## src/rtl/sae_pkg.sv

```systemverilog
// Package for the stack ALU engine: word types, operation and status codes.
// Used by sae_mdu and stack_alu_engine_top under rtl; depends on nothing.
`default_nettype none
package sae_pkg;

    localparam int STACK_DEPTH = 256;
    localparam int ADDR_W      = $clog2(STACK_DEPTH);
    localparam int COUNT_W     = $clog2(STACK_DEPTH + 1);
    localparam int DATA_W      = 64;

    typedef enum logic [4:0] {
        FN_PUSH = 5'd0,  FN_ADD = 5'd1,  FN_SUB = 5'd2,  FN_MUL = 5'd3,
        FN_MOD  = 5'd4,  FN_SHR = 5'd5,  FN_SHL = 5'd6,  FN_XOR = 5'd7,
        FN_OR   = 5'd8,  FN_AND = 5'd9,  FN_LT  = 5'd10, FN_GT  = 5'd11,
        FN_CMP  = 5'd12, FN_NOT = 5'd13, FN_INC = 5'd14, FN_DEC = 5'd15,
        FN_POP  = 5'd16, FN_PEEK = 5'd17
    } func_t;

    typedef enum logic [1:0] {
        ST_OK = 2'd0, ST_EMPTY = 2'd1, ST_FULL = 2'd2, ST_DIVZ = 2'd3
    } status_t;

    typedef enum logic [2:0] {
        S_IDLE, S_READB, S_READA, S_EXEC, S_ITER, S_WRITE, S_REREAD, S_OUT
    } state_t;

    typedef struct packed {
        logic [4:0]         func;
        logic signed [63:0] immediate;
    } in_word_t;

    typedef struct packed {
        logic signed [63:0] top_value;
        logic [8:0]         stack_count;
        logic [1:0]         status;
    } out_word_t;

    // Request to the multi-cycle unit and its answer.
    typedef struct packed {
        logic        start;
        logic        is_mod;
        logic [63:0] a;
        logic [63:0] b;
    } mdu_req_t;

    typedef struct packed {
        logic        done;
        logic [63:0] result;
    } mdu_rsp_t;

endpackage
`default_nettype wire

```

## src/rtl/sae_mdu.sv

```systemverilog
// Iterative multiply and signed remainder unit, one bit per cycle.
// Depends on sae_pkg.
`default_nettype none
module sae_mdu (
    input  wire logic              clk,
    input  wire logic              rst_n,
    input  wire sae_pkg::mdu_req_t req,
    output sae_pkg::mdu_rsp_t      rsp
);
    logic        busy_reg, busy_next;
    logic [6:0]  cnt_reg, cnt_next;
    logic        mod_reg, mod_next;
    logic        neg_reg, neg_next;
    logic [63:0] acc_reg, acc_next;     // product or partial remainder
    logic [63:0] opa_reg, opa_next;     // multiplicand or dividend shifting out
    logic [63:0] opb_reg, opb_next;     // multiplier or divisor magnitude
    logic [64:0] trial;
    logic [63:0] rem_sh;

    always_comb
    begin
        busy_next = busy_reg;
        cnt_next  = cnt_reg;
        mod_next  = mod_reg;
        neg_next  = neg_reg;
        acc_next  = acc_reg;
        opa_next  = opa_reg;
        opb_next  = opb_reg;
        rem_sh    = {acc_reg[62:0], opa_reg[63]};
        trial     = {1'b0, rem_sh} - {1'b0, opb_reg};
        if (req.start)
        begin
            busy_next = 1'b1;
            cnt_next  = 7'd0;
            mod_next  = req.is_mod;
            neg_next  = req.a[63];
            acc_next  = '0;
            if (req.is_mod)
            begin
                opa_next = req.a[63] ? (64'd0 - req.a) : req.a;
                opb_next = req.b[63] ? (64'd0 - req.b) : req.b;
            end
            else
            begin
                opa_next = req.a;
                opb_next = req.b;
            end
        end
        else if (busy_reg)
        begin
            if (mod_reg)
            begin
                // Restoring division step on magnitudes.
                acc_next = trial[64] ? rem_sh : trial[63:0];
                opa_next = {opa_reg[62:0], 1'b0};
            end
            else
            begin
                // Shift-add multiply step, low 64 bits kept.
                acc_next = acc_reg + (opb_reg[0] ? opa_reg : 64'd0);
                opa_next = {opa_reg[62:0], 1'b0};
                opb_next = {1'b0, opb_reg[63:1]};
            end
            cnt_next = cnt_reg + 7'd1;
            if (cnt_reg == 7'd63)
            begin
                busy_next = 1'b0;
            end
        end
    end

    always_ff @(posedge clk or negedge rst_n)
    begin
        if (!rst_n)
        begin
            busy_reg <= 1'b0;
            cnt_reg  <= '0;
        end
        else
        begin
            busy_reg <= busy_next;
            cnt_reg  <= cnt_next;
        end
    end

    always_ff @(posedge clk)
    begin
        mod_reg <= mod_next;
        neg_reg <= neg_next;
        acc_reg <= acc_next;
        opa_reg <= opa_next;
        opb_reg <= opb_next;
    end

    // Done pulses the cycle after the last step.
    logic done_reg;
    always_ff @(posedge clk or negedge rst_n)
    begin
        if (!rst_n)
        begin
            done_reg <= 1'b0;
        end
        else
        begin
            done_reg <= busy_reg && !req.start && (cnt_reg == 7'd63);
        end
    end

    assign rsp.done   = done_reg;
    assign rsp.result = (mod_reg && neg_reg) ? (64'd0 - acc_reg) : acc_reg;

    a_no_restart: assert property (@(posedge clk) disable iff (!rst_n)
        busy_reg |-> !req.start) else $error("mdu restarted while busy");
    a_done_after_busy: assert property (@(posedge clk) disable iff (!rst_n)
        $rose(done_reg) |-> $past(busy_reg)) else $error("mdu done without work");
    a_cnt_idle: assert property (@(posedge clk) disable iff (!rst_n)
        !busy_reg |-> !done_reg || cnt_reg == 7'd64) else $error("mdu count off");
endmodule
`default_nettype wire

```

## config.mk

```make
export PLATFORM = sky130hd
export DESIGN_NAME = sae_mdu
export DESIGN_NICKNAME = d
export VERILOG_FILES = /design/src/rtl/sae_pkg.sv /design/src/rtl/sae_mdu.sv
export SDC_FILE = /design/constraint.sdc
export NUM_CORES = 1
export LEC_CHECK = 0
export BUFFER_PORTS_ARGS = -buffer_cell sky130_fd_sc_hd__buf_2
export CELL_PAD_IN_SITES_DETAIL_PLACEMENT = 1
export CELL_PAD_IN_SITES_GLOBAL_PLACEMENT = 1
export CORE_MARGIN = 2
export CORE_UTILIZATION = 30
export CTS_CLUSTER_DIAMETER = 30
export CTS_CLUSTER_SIZE = 30
export DETAILED_ROUTE_END_ITERATION = 12
export GPL_TIMING_DRIVEN = 0
export PLACE_DENSITY = 0.63
export REMOVE_ABC_BUFFERS = 1
export SLEW_MARGIN = 0
export SYNTH_ARGS = -nofsm -noshare
export SYNTH_HDL_FRONTEND = slang
export SYNTH_SLANG_ARGS = --single-unit
```

## constraint.sdc

```tcl
create_clock -name clk -period 4.11 [get_ports clk]
set_input_delay 0.411 -clock clk [delete_from_list [all_inputs] [get_ports clk]]
set_output_delay 0.411 -clock clk [all_outputs]
set_load 0.01 [all_outputs]
```

### Word-level counts from Yosys, hierarchy flattened

Cells that the tools add are included.

* add/subtract/negate cells: 6
* equality and inequality tests: 2
* muxes and demuxes: 18
* reduce and logical (&&, ||, !) cells: 6

Operators by type and width (number)
* 64-bit two-way mux: 13
* 1-bit by 64-bit subtractor with 64-bit output, first input constant: 3
* 64-bit by 64-bit subtractor with 65-bit output: 1
* 64-bit adder: 1
* 7-bit two-way mux: 2
* 7-bit by 1-bit adder with 7-bit output, second input constant: 1
* 7-bit by 6-bit equality test with 1-bit output, second input constant: 1
* 1-bit logical AND: 3
* 1-bit two-way mux: 3
* 2-bit != test, second input constant: 1
* 2-bit AND reduction: 1
* 2-bit nonzero test: 1
* 1-bit logical NOT: 1

* flip-flop bits (word level): 203
* input bits: 132
* output and inout port bits: 65

### Longest topological paths before layout

Gate-level depths: netlist of run 1.

* word-level depth: 4
* mapped depth: 17
* mapped depth without buffers: 14

### Least setup slack after synthesis of run 1

Ideal clock, no wire load.

* kind: reg-to-reg
* start: register opb_reg[0]
* end: register acc_reg[62]
* data arrival time: 3.553 ns
* path slack: 0.470 ns
* stages on the path, launching flop included: 16
* cells stage by stage: edfxtp_1 -> clkbuf_1 -> and2_1 -> ha_1 -> clkbuf_1 -> nand2_1 -> nor4_1 -> a32o_1 -> a31oi_1 -> nand3_1 -> a41oi_2 -> o31ai_2 -> a211oi_2 -> nor4_1 -> mux2_1 -> a221oi_2

* longest elaborated chain between the ends: 3
* elaborated cells between the ends (all ways): 5

RTL lines
* start: declaration: line sae_mdu.sv:16 `logic [63:0] opb_reg, opb_next;`
* start signal: assignment: line sae_mdu.sv:92 `opb_reg <= opb_next;`
* 64-bit two-way mux / 64-bit by 64-bit subtractor with 65-bit output (equally long branches): line sae_mdu.sv:60, sae_mdu.sv:30
* 64-bit adder / 64-bit two-way mux (equally long branches): line sae_mdu.sv:60, sae_mdu.sv:54
* 64-bit two-way mux (*): line sae_mdu.sv:51 `if (mod_reg)`
* end signal: assignment: line sae_mdu.sv:90 `acc_reg <= acc_next;`
* end: declaration: line sae_mdu.sv:14 `logic [63:0] acc_reg, acc_next;`

Every way passes the cells marked *; elsewhere a longest branch is shown, timed or not.
A chain may end at the register's enable or synchronous reset.

### Final worst setup path of run 1

* start: register opb_reg[0]
* end: register acc_reg[56]

The elaborated chain is that of the path after synthesis.

==> results of run 1 <==
[kinds of logic after synthesis]
logic type	Yosys count
simple gates	960
compound gates	902
xor+xnor	297
buf+inv	278
flops	203
fa+ha+maj	134
mux	17
[cell usage after synthesis (5+ instances only)]
cell type,instances,area (sq um)
sky130_fd_sc_hd__a211oi_1,17,127.6
sky130_fd_sc_hd__inv_1,117,439.2
sky130_fd_sc_hd__nand2_1,224,840.8
sky130_fd_sc_hd__xnor2_1,178,1559
sky130_fd_sc_hd__nor3_1,70,350.3
sky130_fd_sc_hd__a31oi_1,37,231.5
sky130_fd_sc_hd__buf_2,24,120.1
sky130_fd_sc_hd__o21ai_0,181,905.9
sky130_fd_sc_hd__or3_1,26,162.7
sky130_fd_sc_hd__nor2_1,328,1231
sky130_fd_sc_hd__nor4_1,21,131.4
sky130_fd_sc_hd__a21boi_0,10,75.07
sky130_fd_sc_hd__nand2b_1,34,212.7
sky130_fd_sc_hd__nand3_1,33,165.2
sky130_fd_sc_hd__xor2_1,119,1042
sky130_fd_sc_hd__o21bai_1,25,187.7
sky130_fd_sc_hd__nand4_1,43,269.0
sky130_fd_sc_hd__o21a_1,10,75.07
sky130_fd_sc_hd__or4_1,6,45.04
sky130_fd_sc_hd__a41oi_1,6,52.55
sky130_fd_sc_hd__a21o_1,60,450.4
sky130_fd_sc_hd__clkbuf_1,123,461.7
sky130_fd_sc_hd__o22ai_1,10,62.56
sky130_fd_sc_hd__and2_1,83,519.3
sky130_fd_sc_hd__ha_1,132,1652
sky130_fd_sc_hd__a221oi_1,6,52.55
sky130_fd_sc_hd__edfxtp_1,130,3904
sky130_fd_sc_hd__dfrtp_1,9,225.2
sky130_fd_sc_hd__nor2b_1,19,118.9
sky130_fd_sc_hd__o21ai_1,17,85.08
sky130_fd_sc_hd__and3_1,17,106.4
sky130_fd_sc_hd__buf_4,6,45.04
sky130_fd_sc_hd__or2_2,7,43.79
sky130_fd_sc_hd__o31ai_2,5,62.56
sky130_fd_sc_hd__mux2i_1,13,130.1
sky130_fd_sc_hd__o41ai_1,13,113.9
sky130_fd_sc_hd__dfxtp_1,64,1281
sky130_fd_sc_hd__a22oi_1,9,67.56
sky130_fd_sc_hd__o31ai_1,26,195.2
sky130_fd_sc_hd__a21oi_1,362,1812
sky130_fd_sc_hd__o211ai_1,31,232.7
[metrics by stage]
| step | power [mW] | area (sq um) | setup TNS, ps | std cells |
|---|---|---|---|---|
| after detailed placement | 10.40 | 23040 | -27610 | 3775 |
| after CTS | 14.81 | 25180 | -17.76 | 3890 |
| after global routing | 16.02 | 25650 | -586.3 | 3906 |
| final | 15.11 | 25650 | 0 | 3906 |
| after global placement | 10.20 | 22790 | -868820 | 3766 |
| after floorplan | 7.825 | 20630 | -34310 | 2630 |
[routing by layer]
metal	up-vias	routed length, um	global-route usage [%]
met1	10219	40880	31.05
met2	408	34870	32.64
met4	0	2824	7.909
met3	142	2708	2.139
met5	-	0	0
li1	10329	-	-
[repair_timing]
| action | CTS | global route |
|---|---|---|
| hold endpoints to repair | 9 | 0 |
| pin swaps | 13 | 30 |
| setup endpoints to repair | 95 | 59 |
| cloned | 1 | 1 |
| gates resized for setup | 51 | 70 |
| buffers inserted | 14 | 12 |
| hold buffers | 1 | 0 |
[power breakdown]
| group | leakage (nW) | switching (mW) | total (mW) | internal, mW |
|---|---|---|---|---|
| combinational | 7.51 | 4.66 | 7.57 | 2.91 |
| clock | 0.851 | 1.36 | 4.11 | 2.75 |
| sequential | 1.96 | 0.842 | 3.43 | 2.59 |
[final timing paths]
path                                to  cells past startpoint       start
max in group asynchronous     busy_reg                      2       rst_n
min in group asynchronous     done_reg                      2       rst_n
min reg2reg                 cnt_reg[6]                      2  cnt_reg[6]
min                            neg_reg                      1    req[127]
max                        acc_reg[56]                     17  opb_reg[0]
max reg2reg                acc_reg[56]                     17  opb_reg[0]
[layout make-up]
class	count	area [sq um]	share of cell area [%]
multi-input cells	2312	15410	60.07
well taps	940	1176	4.586
clock inverters	27	276.5	1.078
clock buffers	72	1480	5.772
diodes	3	7.507	0.02927
flip-flops and latches	203	5416	21.12
repair buffers	232	1441	5.620
inverters	117	441.7	1.722
[worst max-delay path: stages (launching register included)]
cell	delay [ps]
sky130_fd_sc_hd__edfxtp_1	400
sky130_fd_sc_hd__buf_4	170
sky130_fd_sc_hd__buf_4	140
sky130_fd_sc_hd__and2_1	170
sky130_fd_sc_hd__ha_2	200
sky130_fd_sc_hd__fa_2	390
sky130_fd_sc_hd__a211oi_4	290
sky130_fd_sc_hd__o21ai_4	120
sky130_fd_sc_hd__a22oi_2	290
sky130_fd_sc_hd__a32oi_4	200
sky130_fd_sc_hd__a2111oi_4	470
sky130_fd_sc_hd__a211oi_2	110
sky130_fd_sc_hd__a21oi_2	140
sky130_fd_sc_hd__buf_4	150
sky130_fd_sc_hd__o21ai_2	80
sky130_fd_sc_hd__a21boi_2	200
sky130_fd_sc_hd__mux2i_2	290
sky130_fd_sc_hd__o211ai_1	110
[cell usage in the layout (no fill, tap or decap), drive strengths merged, types with 12 or more instances in the layout]
master / count
a21boi: 12
edfxtp: 130
nand2b: 35
nor4: 25
dfxtp: 64
clkbuf: 72
nand3: 34
o41ai: 16
clkinv: 18
and3: 17
and2: 84
buf: 231
o21ai: 202
nor2b: 20
o21bai: 25
o211ai: 32
nor3: 76
nand2: 227
a21oi: 365
nand4: 43
a21o: 60
xnor2: 178
nor2: 331
mux2i: 13
ha: 132
o31ai: 31
inv: 118
or3: 29
xor2: 119
a211oi: 22
a31oi: 37
==> metrics.log, run 1 <==
[metrics] run status: finished, final reports clean
[metrics] leakage power figure: 10.32 nW
[metrics] Compound-Gate Fraction of Synth Area: a little over a quarter
[metrics] Detailed Route Iter0 Violations: roughly 1100
[metrics] Total Die Area: between 70000 and 80000 sq um
[metrics] pwr/cell area: 589.3 nW/um^2
[metrics] crit path max fanout: 4
[metrics] Post-Route Skew: 21.14 ps
[metrics] largest net degree at the start of global routing: 129
[metrics] Async SR Flop Fraction: approximately 4.4%
[metrics] combinational family with the most area after synthesis: compound AO/OA/AOI/OAI gates
[metrics] Worst Max-Slew Pin Slew: 1282 ps
[metrics] width of the die: between 200 and 300 um
[metrics] Via Count: around 21000
[metrics] area share of and/or/nand/nor cells after synthesis: between 20 and 25%
[metrics] latest clock arrival within the worst-skew pair: roughly 600 ps
[metrics] Vias per Instance: roughly 5.4
[metrics] wire length of the first global-routing pass: ~130000 um
[metrics] Final Hold Fails: 0
[metrics] Layout Area Growth over Synthesis: 20.31%
[metrics] Residual DRC: 0
[metrics] Synth cell types: 110
[metrics] worst relative slew slack: between 10 and 15%
[metrics] number of H-tree branching levels: 2
[metrics] sort of element at the end of the critical path: register
[metrics] warnings from Yosys: 0
[metrics] final setup vio count: 0
[metrics] height of the chip: 270.6 um
[metrics] Hold WC Path Type: in2reg
[metrics] mean post-synth cell area: about 7.6 sq um
[metrics] wire length reported by the detailed router: 81290 um
[metrics] highest ir drop seen on vdd: between 0.3 and 0.4 mV
[metrics] flop-to-flop setup slack: 40 ps
[metrics] root buf cell: sky130_fd_sc_hd__clkbuf_16
[metrics] proportion of synthesized chip area in sequential cells: 25.38%
[metrics] clock sink count: roughly 200
[metrics] layout cell share with drive strength beyond 1: about 16%
[metrics] wire per inst: between 20 and 25 um
[metrics] placed wire-length estimate: 63160 um
[metrics] Max Clk Rate: ~0.25 GHz
[metrics] arrival time at the worst endpoint: approximately 4500 ps
[metrics] area of the mapped netlist: 21320 sq um
[metrics] Post-Syn Instances: roughly 2800
[metrics] count of port buffers added during placement: slightly below 200
[metrics] Max Root-Sink Buffers: 3
[metrics] final worst slack: about 36 ps
[metrics] launching element type of the critical path: register
[metrics] CTS tree: built
[metrics] post-synthesis mux area share: less than 1%
[metrics] min cycle time layout: a little over 4000 ps
[metrics] unrepaired setup endpoints after global routing: yes
[metrics] Post-synth EDFFs: 130
[metrics] cts bufs inserted: 54
[metrics] I/O pin cnt: 197
[metrics] worst setup path category: reg2reg
[metrics] final number of max-transition violations: 0
[metrics] initial antenna violation count: 3
[metrics] most used flip-flop cell after synthesis: sky130_fd_sc_hd__edfxtp_1
[metrics] Congestion Overflow GR: 0
[metrics] Setup WS pre-CTS: -928.0 ps
[metrics] count of antenna-violating nets left after detailed routing: 0
[metrics] worst hold slack after final layout: 38.94 ps
[metrics] initial core utilization: between 30% and 40%
[metrics] xor/xnor share of the synthesized area: 12.20%
[metrics] Final nets: around 3200
[metrics] data required time at the worst endpoint: 4570 ps
[metrics] flip-flop and latch count after synthesis: between 200 and 250
[metrics] weighted congestion reported at the end of routability-driven placement: 0.8751
[metrics] number of fill cells in the layout: between 8000 and 9000
[metrics] fin crit share: between 90% and 100%
[metrics] max-capacitance violation count: 0
[metrics] Layout Utilization: about 37%
[metrics] clock transition at the register clock pins on the worst setup and hold paths after CTS: 40 ps
[metrics] Placement Rows: 97
[metrics] number of iterations in the first detailed-routing pass: 5
[metrics] Total GRT Usage: 21.41%
[metrics] number of global-route vias before repair: 21688
[metrics] Std-Cell Core Area: about 70000 sq um
[metrics] synthesized-area fraction occupied by adder cells: ~7.9%
(Power assumes the default switching activity.)
==> run 2, diff against run 1 <==
Clock period 4.11 ns to 5.08 ns, I/O delays scaled along.
==> metrics.log, run 2 (same netlist as run 1, synthesis figures left out) <==
[metrics] final number of max-transition violations: 0
[metrics] width of the die: between 200 and 300 um
[metrics] Hold WC Path Type: in2reg
[metrics] commonest non-fill, non-tap cells in the layout: 362 x sky130_fd_sc_hd__a21oi_1, 327 x sky130_fd_sc_hd__nor2_1, 223 x sky130_fd_sc_hd__nand2_1
[metrics] initial core utilization: a little under a third
[metrics] highest ir drop seen on vdd: around 0.27 mV
[metrics] Congestion Overflow GR: 0
[metrics] register area: 5411 sq um
[metrics] final worst slack: ~350 ps
[metrics] Layout Area Growth over Synthesis: 16.55%
[metrics] worst relative slew slack: ~14%
[metrics] sort of element at the end of the critical path: register
[metrics] number of H-tree branching levels: 2
[metrics] launching element type of the critical path: register
[metrics] leakage power figure: 10.11 nW
[metrics] initial antenna violation count: 3
[metrics] Max Root-Sink Buffers: 3
[metrics] sum of internal, switching and leakage power: 11.85 mW
[metrics] Layout Cells excl Fill: 3881
[metrics] CTS tree: built
[metrics] Via Count: 20874
[metrics] largest net degree at the start of global routing: about 130
[metrics] Total Die Area: between 70000 and 80000 sq um
[metrics] wire length reported by the detailed router: ~80000 um
[metrics] Final Hold Fails: 0
[metrics] leading cell type in the layout, fill and taps excluded: sky130_fd_sc_hd__a21oi_1
[metrics] Vias per Instance: approximately 5.4
[metrics] Std-Cell Core Area: 70150 sq um
[metrics] weighted congestion reported at the end of routability-driven placement: 0.8751
[metrics] Max Clk Rate: roughly 0.21 GHz
[metrics] latest clock arrival within the worst-skew pair: 600 ps
[metrics] wire length of the first global-routing pass: 124500 um
[metrics] number of iterations in the first detailed-routing pass: 5
[metrics] max-capacitance violation count: 0
[metrics] height of the chip: roughly 270 um
[metrics] Final nets: around 3200
[metrics] pwr/cell area: 477.0 nW/um^2
[metrics] area taken by multi-input logic gates: roughly 15000 sq um
[metrics] number of global-route vias before repair: 21486
[metrics] run status: finished, final reports clean
[metrics] wire per inst: a little over 20 um
[metrics] Detailed Route Iter0 Violations: between 1000 and 1500
[metrics] number of fill cells in the layout: approximately 8600
[metrics] final setup vio count: 0
[metrics] Residual DRC: 0
[metrics] root buf cell: sky130_fd_sc_hd__clkbuf_16
[metrics] fin crit share: slightly above 90%
[metrics] layout cell share with drive strength beyond 1: 12.59%
[metrics] Setup WS pre-CTS: about 42 ps
[metrics] Placed Instances: around 3800
[metrics] cts bufs inserted: 54
[metrics] Post-Route Skew: 21.63 ps
[metrics] placed wire-length estimate: 63160 um
[metrics] clock transition at the register clock pins on the worst setup and hold paths after CTS: roughly 40 ps
[metrics] count of antenna-violating nets left after detailed routing: 0
[metrics] count of port buffers added during placement: 196
[metrics] Total GRT Usage: 21.19%
[metrics] clock sink count: 203
[metrics] I/O pin cnt: just under 200
[metrics] worst setup path category: reg2reg
[metrics] min cycle time layout: approximately 4700 ps
[metrics] arrival time at the worst endpoint: roughly 5200 ps
[metrics] unrepaired setup endpoints after global routing: no
[metrics] Placement Rows: 97
[metrics] crit path max fanout: 5
[metrics] Layout Utilization: 35.42%
[metrics] Worst Max-Slew Pin Slew: about 1300 ps
[metrics] data required time at the worst endpoint: between 5000 and 6000 ps
run 2: cell types whose count changed in the layout (fill, tap and decap cells not counted), sizes merged:
cell	delta
buf	-23
o31a	-2
run 2: repair_timing:
action	CTS	global route
resized for setup	0	0
setup buffers	1	2
pin swaps	0	0
hold buffers	1	0
setup endpoints to repair	1	1
endpoints found under the hold margin	9	0
run 2: final timing paths:
path / end / cells past startpoint / startpoint / slack (ps)
worst min register to register: cnt_reg[6] / 2 / cnt_reg[6] / 530
worst max register to register: acc_reg[60] / 14 / opb_reg[0] / 350
worst min-delay path: neg_reg / 1 / req[127] / 140
min in group asynchronous: done_reg / 2 / rst_n / 290
worst max-delay path: acc_reg[60] / 14 / opb_reg[0] / 350
max in group asynchronous: busy_reg / 2 / rst_n / 4590
run 2: cell type report:
type | instances | area share [%]
antenna | 3 | 0.03022
clock buffer | 72 | 5.958
clock inverter | 27 | 1.113
inverter | 117 | 1.778
multi-input combinational | 2310 | 59.59
sequential | 203 | 21.78
tap | 940 | 4.734
timing repair buffer | 209 | 5.021
run 2: stage by stage:
stage          area, sq um  hold WS, ps  setup TNS [ps]
4_1_cts              24820        108.9               0
5_1_grt              24850        130.8               0
3_3_place_gp         22790        361.3         -578020
3_5_place_dp         23040        371.5               0
2_1_floorplan        20630        212.4               0
6_report             24850        135.7               0
run 2: worst max-delay path: stages, from the launching register on:
cell	delay, ps
sky130_fd_sc_hd__edfxtp_1	530
sky130_fd_sc_hd__and2_1	250
sky130_fd_sc_hd__ha_1	210
sky130_fd_sc_hd__fa_1	430
sky130_fd_sc_hd__a211oi_1	380
sky130_fd_sc_hd__o21ai_1	210
sky130_fd_sc_hd__a22oi_1	300
sky130_fd_sc_hd__a32oi_1	310
sky130_fd_sc_hd__a2111oi_2	530
sky130_fd_sc_hd__a211oi_2	140
sky130_fd_sc_hd__a21oi_2	300
sky130_fd_sc_hd__mux2i_1	120
sky130_fd_sc_hd__a2111oi_1	650
sky130_fd_sc_hd__a21oi_1	90
sky130_fd_sc_hd__o21ai_1	150
run 2: power breakdown:
| group | switching, mW | internal, mW | total [mW] |
|---|---|---|---|
| clock network | 1.10 | 2.22 | 3.32 |
| logic | 3.60 | 2.17 | 5.77 |
| registers | 0.663 | 2.09 | 2.76 |
| total | 5.36 | 6.49 | 11.9 |
run 2: routing by layer:
layer	track usage (%)	share of wire, %	wire length [um]	vias up
met5	0	0	0	-
met4	7.560	3.4	2730	0
met3	1.970	3.7	2930	139
met2	32.38	43	34050	424
met1	30.84	50	40130	10035
li1	-	-	-	10276
==> run 3, diff against run 2 <==
Settings changed: PLACE_DENSITY 0.63 to 0.65.
Clock period 5.08 ns to 4.12 ns, I/O delays scaled along.
==> metrics.log, run 3 (same netlist as run 1, synthesis figures left out) <==
[metrics] worst setup path category: reg2reg
[metrics] commonest non-fill, non-tap cells in the layout: 354 x sky130_fd_sc_hd__a21oi_1, 326 x sky130_fd_sc_hd__nor2_1, 221 x sky130_fd_sc_hd__nand2_1
[metrics] highest ir drop seen on vdd: ~0.33 mV
[metrics] Setup WS pre-CTS: -976.9 ps
[metrics] placed wire-length estimate: 63230 um
[metrics] final setup vio count: 0
[metrics] wire length reported by the detailed router: 80780 um
[metrics] Residual DRC: 0
[metrics] initial core utilization: a little under a third
[metrics] Hold WC Path Type: in2reg
[metrics] Final nets: between 3000 and 4000
[metrics] Vias per Instance: roughly 5.4
[metrics] Worst Setup SP: opa_reg[63]
[metrics] crit path max fanout: 6
[metrics] Worst Max-Slew Pin Slew: between 1000 and 1500 ps
[metrics] count of port buffers added during placement: roughly 200
[metrics] FF-to-FF End: acc_reg[54]
[metrics] worst reg2reg path depth: 16
[metrics] wire per inst: 20.72 um
[metrics] Placed Instances: 3777
[metrics] Area after DPL: about 23000 sq um
[metrics] clock sink count: 203
[metrics] Post-Route Skew: 9.342 ps
[metrics] cts bufs inserted: 56
[metrics] number of antenna cells inserted: 0
[metrics] Via Count: between 20000 and 25000
[metrics] Std-Cell Core Area: roughly 70000 sq um
[metrics] root buf cell: sky130_fd_sc_hd__clkbuf_16
[metrics] Final Hold Fails: 0
[metrics] layout cell share with drive strength beyond 1: 15.34%
[metrics] Total Die Area: roughly 73000 sq um
[metrics] Max Root-Sink Buffers: 3
[metrics] height of the chip: ~270 um
[metrics] number of iterations in the first detailed-routing pass: 5
[metrics] max-capacitance violation count: 0
[metrics] number of global-route vias before repair: ~22000
[metrics] Congestion Overflow GR: 0
[metrics] width of the die: 270.6 um
[metrics] final worst slack: between 150 and 200 ps
[metrics] Max Clk Rate: around 0.25 GHz
[metrics] clock transition at the register clock pins on the worst setup and hold paths after CTS: roughly 40 ps
[metrics] wire length of the first global-routing pass: between 100000 and 150000 um
[metrics] initial antenna violation count: 0
[metrics] global route hottest layer: met2
[metrics] routing usage on met2: around a third
[metrics] count of antenna-violating nets left after detailed routing: 0
[metrics] I/O pin cnt: 197
[metrics] number of H-tree branching levels: 2
[metrics] Final Cell Area: 25490 sq um
[metrics] min cycle time layout: 3958 ps
[metrics] launching element type of the critical path: register
[metrics] CTS tree: built
[metrics] run status: finished, final reports clean
[metrics] Total GRT Usage: a little over a fifth
[metrics] Layout Area Growth over Synthesis: 19.58%
[metrics] flop-to-flop setup slack: 160 ps
[metrics] Placement Rows: 97
[metrics] startpoint of the lowest-slack register-to-register path: opa_reg[63]
[metrics] Detailed Route Iter0 Violations: between 1000 and 1500
[metrics] final number of max-transition violations: 0
[metrics] leakage power figure: 10.29 nW
[metrics] weighted congestion reported at the end of routability-driven placement: 0.8762
[metrics] latest clock arrival within the worst-skew pair: around 600 ps
[metrics] largest net degree at the start of global routing: approximately 130
[metrics] GRT met1 Usage: between 30% and 40%
[metrics] Layout Cells excl Fill: between 3000 and 4000
[metrics] capturing instance or port of the critical path: acc_reg[54]
[metrics] leading cell type in the layout, fill and taps excluded: sky130_fd_sc_hd__a21oi_1
[metrics] met3 capacity usage during global routing: under 10%
[metrics] sort of element at the end of the critical path: register
[metrics] fin crit share: between 90% and 100%
[metrics] pwr/cell area: between 500 and 600 nW/um^2
[metrics] data required time at the worst endpoint: about 4600 ps
[metrics] worst relative slew slack: between 10% and 20%
[metrics] arrival time at the worst endpoint: 4440 ps
[run 3: cell types whose count changed in the layout (fill, tap and decap cells not counted), moves of 5 or more]
cell,before,now
sky130_fd_sc_hd__nor4_1,21,16
sky130_fd_sc_hd__clkinv_1,5,15
sky130_fd_sc_hd__clkbuf_1,13,5
sky130_fd_sc_hd__ha_2,0,16
sky130_fd_sc_hd__nor3_1,70,63
sky130_fd_sc_hd__a21oi_2,3,11
sky130_fd_sc_hd__a21oi_1,362,354
sky130_fd_sc_hd__o21ai_1,17,22
sky130_fd_sc_hd__buf_4,2,15
sky130_fd_sc_hd__nor3_2,3,9
sky130_fd_sc_hd__ha_1,132,116
sky130_fd_sc_hd__o21ai_0,181,175
[run 3: stage by stage]
stage	power [mW]	util [%]	hold WS, ps	setup TNS [ps]
2_1_floorplan	7.806	-	116.4	-33690
3_3_place_gp	10.15	32.48	265.8	-872530
3_5_place_dp	10.39	32.94	273.1	-24240
4_1_cts	14.87	36.01	0.1169	-29.83
5_1_grt	15.96	36.34	31.17	-5.746
6_report	15.06	36.34	32.81	0
[run 3: critical path, stage by stage, from the launching register on]
cell and delay [ps]:
sky130_fd_sc_hd__edfxtp_1 370, sky130_fd_sc_hd__buf_12 140, sky130_fd_sc_hd__inv_1 50, sky130_fd_sc_hd__ha_1 220, sky130_fd_sc_hd__fa_1 400, sky130_fd_sc_hd__or2b_1 300, sky130_fd_sc_hd__a21oi_2 190, sky130_fd_sc_hd__o211ai_1 180
sky130_fd_sc_hd__a21oi_2 290, sky130_fd_sc_hd__buf_4 170, sky130_fd_sc_hd__nor3_2 50, sky130_fd_sc_hd__o41a_4 480, sky130_fd_sc_hd__o21ai_2 220, sky130_fd_sc_hd__o41ai_2 100, sky130_fd_sc_hd__xor2_1 270, sky130_fd_sc_hd__o2bb2ai_1 130
sky130_fd_sc_hd__a221o_1 260
[run 3: final cells by class]
type,instances,area (sq um)
clock inverter,42,391.6
sequential,203,5415
inverter,117,441.7
timing repair buffer,225,1433
multi-input combinational,2311,15210
tap,940,1176
clock buffer,61,1420
fill,8606,44660
[run 3: worst min path at each step]
stage | slack (ps) | depth (start not counted) | end | from
2_1_floorplan | 120 | 0 | busy_reg | rst_n
5_1_grt | 30 | 1 | neg_reg | req[127]
6_report | 30 | 1 | neg_reg | req[127]
3_5_place_dp | 270 | 1 | done_reg | rst_n
4_1_cts | 0.1 | 1 | neg_reg | req[127]
3_3_place_gp | 270 | 1 | done_reg | rst_n
[run 3: layer usage]
layer | up-vias | part of all wire (%)
li1 | 10308 | -
met1 | 10290 | 50
met2 | 425 | 44
met3 | 120 | 3.7
met4 | 0 | 2.9
met5 | - | 0
[run 3: power breakdown]
| group | internal, mW | switching, mW |
|---|---|---|
| Sequential | 2.58 | 0.817 |
| Clock | 2.82 | 1.41 |
| Combinational | 2.83 | 4.60 |
[run 3: repair_timing]
action,in CTS,in global routing
pin swaps,12,15
hold endpoints to repair,9,0
gates cloned,1,0
gates resized for setup,41,48
setup endpoints to repair,78,59
buffers inserted,13,4
hold buffers,1,0
